File: src/sv/assert_macros.svh
// ----------------------------------------------------------------------------
// Assertion macros
// Shared concurrent assertion forms for the allocator RTL.
// ----------------------------------------------------------------------------
`ifndef ASSERT_MACROS_SVH
`define ASSERT_MACROS_SVH

// Checks that a property holds at every clock edge outside reset.
`define BFFA_ASSERT(lbl, prop, msg) \
    lbl: assert property (@(posedge clk) disable iff (!rst_n) (prop)) else $error(msg);

// Checks that a condition is never true outside reset.
`define BFFA_NEVER(lbl, expr, msg) \
    `BFFA_ASSERT(lbl, !(expr), msg)

`endif

File: src/sv/bffa_pkg.sv
// ----------------------------------------------------------------------------
// Best-fit allocator package
// Constants, word types and controller/datapath interface structs.
// ----------------------------------------------------------------------------
`timescale 1ns / 1ps

package bffa_pkg;

    localparam int ARENA_PAGES_DEF = 64;
    localparam int FREE_SLOTS_DEF  = 64;
    localparam int PAGE_BYTES      = 4096;
    localparam int HEADER_BYTES    = 16;
    localparam int PAGE_FREE       = PAGE_BYTES - HEADER_BYTES;

    localparam logic FUNC_FREE = 1'b1;

    typedef enum logic [1:0] {
        ST_OK         = 2'd0,
        ST_EXHAUSTED  = 2'd1,
        ST_TABLE_FULL = 2'd2
    } status_t;

    typedef struct packed {
        logic        func;
        logic [11:0] request_bytes;
        logic [17:0] block_offset;
    } req_word_t;

    typedef struct packed {
        logic [17:0] object_offset;
        logic [1:0]  status;
        logic [6:0]  pages_mapped;
    } rsp_word_t;

    typedef struct packed {
        logic    load;
        logic    scan;
        logic    page_push;
        logic    mv_rd;
        logic    mv_wr;
        logic    take;
        logic    split;
        logic    free_rd;
        logic    free_push;
        logic    set_status;
        status_t code;
        logic    out_load;
    } cmd_t;

    typedef struct packed {
        logic is_free;
        logic free_ok;
        logic scan_done;
        logic found;
        logic too_big;
        logic arena_full;
        logic table_full;
        logic idx_zero;
        logic idx_one;
        logic out_full;
    } sts_t;

endpackage

File: src/sv/bffa_ctrl.sv
// ----------------------------------------------------------------------------
// Best-fit allocator controller
// Sequences search, slot moves, page takes and frees over the datapath.
// ----------------------------------------------------------------------------
`timescale 1ns / 1ps

module bffa_ctrl (
    input  logic           clk,
    input  logic           rst_n,
    input  logic           req_valid,
    output logic           req_ready,
    output bffa_pkg::cmd_t cmd,
    input  bffa_pkg::sts_t sts
);
    import bffa_pkg::*;

    typedef enum logic [10:0] {
        S_IDLE      = 11'b000_0000_0001,
        S_DECODE    = 11'b000_0000_0010,
        S_SCAN      = 11'b000_0000_0100,
        S_NOFIT     = 11'b000_0000_1000,
        S_MV_RD     = 11'b000_0001_0000,
        S_MV_WR     = 11'b000_0010_0000,
        S_TAKE      = 11'b000_0100_0000,
        S_SPLIT     = 11'b000_1000_0000,
        S_FREE_RD   = 11'b001_0000_0000,
        S_FREE_PUSH = 11'b010_0000_0000,
        S_DONE      = 11'b100_0000_0000
    } state_t;

    state_t state_reg;
    state_t state_next;

    always_ff @(posedge clk or negedge rst_n)
    begin
        if (!rst_n)
        begin
            state_reg <= S_IDLE;
        end
        else
        begin
            state_reg <= state_next;
        end
    end

    always_comb
    begin
        state_next = state_reg;
        cmd        = '0;
        cmd.code   = ST_OK;
        req_ready  = (state_reg == S_IDLE);
        case (state_reg)
            S_IDLE:
            begin
                if (req_valid)
                begin
                    cmd.load   = 1'b1;
                    state_next = S_DECODE;
                end
            end
            S_DECODE:
            begin
                if (sts.is_free)
                begin
                    if (!sts.free_ok)
                    begin
                        state_next = S_DONE;
                    end
                    else if (sts.table_full)
                    begin
                        cmd.set_status = 1'b1;
                        cmd.code       = ST_TABLE_FULL;
                        state_next     = S_DONE;
                    end
                    else
                    begin
                        state_next = S_FREE_RD;
                    end
                end
                else
                begin
                    state_next = S_SCAN;
                end
            end
            S_SCAN:
            begin
                cmd.scan = 1'b1;
                if (sts.scan_done)
                begin
                    if (!sts.found)
                    begin
                        state_next = S_NOFIT;
                    end
                    else if (sts.idx_zero)
                    begin
                        state_next = S_TAKE;
                    end
                    else
                    begin
                        state_next = S_MV_RD;
                    end
                end
            end
            S_NOFIT:
            begin
                if (sts.too_big || sts.arena_full)
                begin
                    cmd.set_status = 1'b1;
                    cmd.code       = ST_EXHAUSTED;
                    state_next     = S_DONE;
                end
                else if (sts.table_full)
                begin
                    cmd.set_status = 1'b1;
                    cmd.code       = ST_TABLE_FULL;
                    state_next     = S_DONE;
                end
                else
                begin
                    cmd.page_push = 1'b1;
                    state_next    = S_TAKE;
                end
            end
            S_MV_RD:
            begin
                cmd.mv_rd  = 1'b1;
                state_next = S_MV_WR;
            end
            S_MV_WR:
            begin
                cmd.mv_wr  = 1'b1;
                state_next = sts.idx_one ? S_TAKE : S_MV_RD;
            end
            S_TAKE:
            begin
                cmd.take   = 1'b1;
                state_next = S_SPLIT;
            end
            S_SPLIT:
            begin
                cmd.split  = 1'b1;
                state_next = S_DONE;
            end
            S_FREE_RD:
            begin
                cmd.free_rd = 1'b1;
                state_next  = S_FREE_PUSH;
            end
            S_FREE_PUSH:
            begin
                cmd.free_push = 1'b1;
                state_next    = S_DONE;
            end
            S_DONE:
            begin
                if (!sts.out_full)
                begin
                    cmd.out_load = 1'b1;
                    state_next   = S_IDLE;
                end
            end
            default:
            begin
                state_next = S_IDLE;
            end
        endcase
    end

endmodule

File: config.mk
export PLATFORM = sky130hd
export DESIGN_NAME = bffa_ctrl
export DESIGN_NICKNAME = d
export VERILOG_FILES = /design/src/sv/assert_macros.svh /design/src/sv/bffa_pkg.sv /design/src/sv/bffa_ctrl.sv
export SDC_FILE = /design/constraint.sdc
export NUM_CORES = 1
export LEC_CHECK = 0
export BUFFER_PORTS_ARGS = -buffer_cell sky130_fd_sc_hd__buf_2
export CAP_MARGIN = 10
export CORE_MARGIN = 3
export CORE_UTILIZATION = 45
export DETAILED_ROUTE_END_ITERATION = 10
export GPL_ROUTABILITY_DRIVEN = 0
export PLACE_DENSITY = 0.83
export RECOVER_POWER = 50
export SLEW_MARGIN = 20
export SYNTH_ARGS = -nofsm -noshare
export SYNTH_HDL_FRONTEND = slang
export SYNTH_SLANG_ARGS = --single-unit
File: constraint.sdc
create_clock -name clk -period 1.7 [get_ports clk]
set_input_delay 0.255 -clock clk [delete_from_list [all_inputs] [get_ports clk]]
set_output_delay 0.255 -clock clk [all_outputs]
set_load 0.02 [all_outputs]
==> flow_results.xml <==
<?xml version="1.0" encoding="UTF-8"?>
<metrics>
  <group name="yosys">
    <metric name="synth.top_cells.by_count" unit="">10 x sky130_fd_sc_hd__dfrtp_1, 10 x sky130_fd_sc_hd__nor2_1, 9 x sky130_fd_sc_hd__nor3_1</metric>
    <metric name="postSynthRegisterBits" unit="">11</metric>
    <metric name="synth.largest_area_cell" unit="">sky130_fd_sc_hd__dfrtp_1</metric>
    <metric name="postSynthNetCount" unit="">119</metric>
    <metric name="synth_seq_area_share" unit="%">31.2</metric>
    <metric name="most_used_flip_flop_cell_after_synthesis" unit="">sky130_fd_sc_hd__dfrtp_1</metric>
    <metric name="synth.avg_cell_area" unit="um2">8.37</metric>
    <metric name="synth.top_cell.area_share" unit="%">28.2</metric>
    <metric name="synthDistinctLibCells" unit="">42</metric>
    <metric name="synth_top_cells_by_area" unit="">sky130_fd_sc_hd__dfrtp_1 28%, sky130_fd_sc_hd__nor3_1 5.1%, sky130_fd_sc_hd__nor2_1 4.2%, sky130_fd_sc_hd__nor3b_1 4.2%, sky130_fd_sc_hd__dfstp_2 3.0%</metric>
    <metric name="ys_async_sr_fraction" unit="%">100</metric>
    <metric name="netlist_instances" unit="">106</metric>
    <metric name="synth.yosys.warnings" unit="">0</metric>
    <metric name="synth_area" unit="um2">887</metric>
    <metric name="synth_enable_flop_cells" unit="">0</metric>
  </group>
  <group name="hold_path">
    <metric name="worst_hold_path_type" unit="">in -&gt; reg</metric>
  </group>
  <group name="final_layout">
    <metric name="area_growth_syn_to_layout" unit="%">83.6</metric>
    <metric name="layoutNonFillerInstCount" unit="">190</metric>
    <metric name="final_net_count" unit="">179</metric>
    <metric name="antenna_cells" unit="">0</metric>
    <metric name="largest_reg_flops" unit="">11</metric>
    <metric name="share_of_cells_above_drive_strength_1" unit="%">63.0</metric>
  </group>
  <group name="route">
    <metric name="wire_per_inst" unit="um">21.1</metric>
    <metric name="detailedRoute.firstIterationViolations" unit="">35</metric>
    <metric name="drt_drc_violations_left" unit="">0</metric>
    <metric name="detailedRoute.firstPassIterationCount" unit="">4</metric>
    <metric name="drt-total-wl" unit="mm">4.00</metric>
    <metric name="route.vias.total" unit="">1212</metric>
    <metric name="ant_nets" unit="">0</metric>
    <metric name="drt-vias-per-instance" unit="">6.38</metric>
  </group>
  <group name="clock_tree">
    <metric name="cts-buffers-inserted" unit="">3</metric>
    <metric name="worst_skew_pair.late_latency" unit="ns">0.28</metric>
    <metric name="clock_sink_count" unit="">11</metric>
    <metric name="cts_htree_levels" unit="">1</metric>
    <metric name="clock_slew_seen_by_the_registers_of_the_worst_setup_and_hold_paths" unit="ns">0.08</metric>
    <metric name="clock_path_buffers" unit="">2</metric>
    <metric name="clock-root-buffer" unit="">sky130_fd_sc_hd__clkbuf_4</metric>
    <metric name="cts_tree" unit="">yes</metric>
  </group>
  <group name="worst_setup_path">
    <metric name="critPathRequiredTime" unit="ns">1.44</metric>
    <metric name="critPathCaptureType" unit="">output port</metric>
    <metric name="worst_ep_arrival_time" unit="ns">1.89</metric>
    <metric name="critPathLaunchType" unit="">register</metric>
    <metric name="path_max_fanout" unit="">5</metric>
    <metric name="timing.setup.critical_path_class" unit="">reg -&gt; out</metric>
    <metric name="r2r_setup_slack" unit="ns">-0.24</metric>
  </group>
  <group name="global_route">
    <metric name="wire_length_of_the_first_global_routing_pass" unit="mm">5.20</metric>
    <metric name="grt_antenna_before_repair" unit="">0</metric>
    <metric name="grt_max_degree" unit="">12</metric>
    <metric name="grt-ovfl-total" unit="">0</metric>
    <metric name="grt_util_all_layers" unit="%">27.4</metric>
    <metric name="first_global_vias" unit="">1092</metric>
  </group>
  <group name="placed_design">
    <metric name="place.detailed.instances" unit="">174</metric>
    <metric name="hpwl" unit="mm">2.13</metric>
    <metric name="numPortBuffers" unit="">26</metric>
  </group>
  <group name="sta">
    <metric name="finalWorstSetupSlack" unit="ns">-0.449</metric>
    <metric name="rsz0062_at_grt" unit="">yes</metric>
    <metric name="max_freq" unit="MHz">465</metric>
    <metric name="final-hold-violation-count" unit="">0</metric>
    <metric name="drv_slew" unit="">0</metric>
    <metric name="final-setup-viol-count" unit="">18</metric>
    <metric name="clock_skew" unit="ns">0.00125</metric>
    <metric name="timing.slew.headroom" unit="%">55.0</metric>
    <metric name="min_hold_slack" unit="ns">0.179</metric>
    <metric name="finalCritPeriodShare" unit="%">126</metric>
    <metric name="tightest_slew" unit="ns">0.674</metric>
    <metric name="layout_min_cycle_time" unit="ns">2.15</metric>
  </group>
  <group name="power_and_ir_drop">
    <metric name="leakage" unit="nW">0.748</metric>
    <metric name="power.density" unit="nW/um2">1020</metric>
    <metric name="vdd_drop_max" unit="mV">1.16</metric>
  </group>
  <group name="run_status">
    <metric name="violations" unit="">setup timing</metric>
    <metric name="run_status" unit="">complete, but fails checks</metric>
  </group>
  <group name="run">
    <metric name="maxCapViolCount" unit="">0</metric>
  </group>
  <group name="floorplanning">
    <metric name="chipHeight" unit="um">50.4</metric>
    <metric name="die-area" unit="um2">2540</metric>
    <metric name="ios" unit="">27</metric>
    <metric name="rows" unit="">15</metric>
    <metric name="core" unit="um2">1800</metric>
    <metric name="dieWidth" unit="um">50.4</metric>
    <metric name="initial_core_util" unit="%">49.2</metric>
  </group>
</metrics>
cell usage in the layout (no fill, tap or decap), types with 3 or more instances in the layout:
cell type	synthesis	final
sky130_fd_sc_hd__buf_4	0	30
sky130_fd_sc_hd__buf_6	1	15
sky130_fd_sc_hd__buf_2	2	12
sky130_fd_sc_hd__dfrtp_1	10	8
sky130_fd_sc_hd__nor2_1	10	7
sky130_fd_sc_hd__nor3_4	0	6
sky130_fd_sc_hd__inv_1	7	5
sky130_fd_sc_hd__nand2_1	6	3
sky130_fd_sc_hd__or3_4	0	3
sky130_fd_sc_hd__nor3_1	9	3
sky130_fd_sc_hd__nor3b_1	5	3
sky130_fd_sc_hd__nand3_1	4	3
sky130_fd_sc_hd__o211ai_1	3	3
sky130_fd_sc_hd__clkbuf_4	0	3
layout make-up:
type | count | area [um2]
multi-input combinational | 82 | 756
tap | 25 | 31.3
inverter | 7 | 28.8
sequential | 11 | 279
fill | 74 | 173
timing repair buffer | 61 | 508
clock buffer | 4 | 26.3
critical path, stage by stage, from the launching register on:
cell,delay [ns]
sky130_fd_sc_hd__dfrtp_2,0.46
sky130_fd_sc_hd__or4_4,0.60
sky130_fd_sc_hd__nor3_4,0.19
sky130_fd_sc_hd__and4_4,0.25
sky130_fd_sc_hd__buf_6,0.11
power by group:
part / leakage, nW / internal, W / switching, W
clock: 0.0150 / 0.0000913 / 0.000104
sequential: 0.146 / 0.000307 / 0.0000574
combinational: 0.587 / 0.000546 / 0.000555
total: 0.748 / 0.000944 / 0.000716
layer usage:
layer | track usage [%] | wire length [um] | part of all wire, %
met4 | 11.7 | 204 | 5.1
met2 | 50.0 | 1900 | 47
met1 | 32.0 | 1610 | 40
met3 | 3.26 | 287 | 7.2
met5 | 0 | 0 | 0
per-stage QoR:
stage	setup TNS (ns)	util (%)	power (W)	cell area (um2)	setup slack (ns)
6_report	-4.48	90.4	0.00166	1630	-0.449
5_1_grt	-5.15	90.4	0.00172	1630	-0.459
4_1_cts	-4.13	83.4	0.00147	1500	-0.368
3_5_place_dp	-1.08	69.0	0.00103	1240	-0.231
3_3_place_gp	-0.693	69.0	0.00100	1240	-0.214
2_1_floorplan	-0.614	-	0.000781	943	-0.137
cell families (layout without fill, tap and decap cells):
| group | Yosys count | after routing | share of synthesized area [%] |
|---|---|---|---|
| AO/OA/AOI/OAI | 18 | 18 | 15.1 |
| XOR/XNOR | 2 | 2 | 1.97 |
| buffers and inverters | 13 | 72 | 6.63 |
| flip-flops | 11 | 11 | 31.2 |
| AND/OR/NAND/NOR | 62 | 62 | 45.1 |
what timing repair did:
item / CTS / global route
endpoints found under the hold margin: 10 / 0
endpoints found under the setup margin: 15 / 20
hold buffers: 1 / 0
setup buffers: 9 / 4
gates resized for setup: 43 / 24
cloned: 0 / 1
pin swaps: 14 / 10
worst paths after layout:
check | depth (start not counted) | startpoint | endpoint
min | 2 | sts[7] | state_reg[2]
max reg2reg | 5 | state_reg[1] | state_reg[0]
max in group asynchronous | 2 | rst_n | state_reg[1]
max | 4 | state_reg[1] | cmd[6]
min in group asynchronous | 2 | rst_n | state_reg[6]
min reg2reg | 4 | state_reg[4] | state_reg[8]
Power figures use the tool's default switching activity.
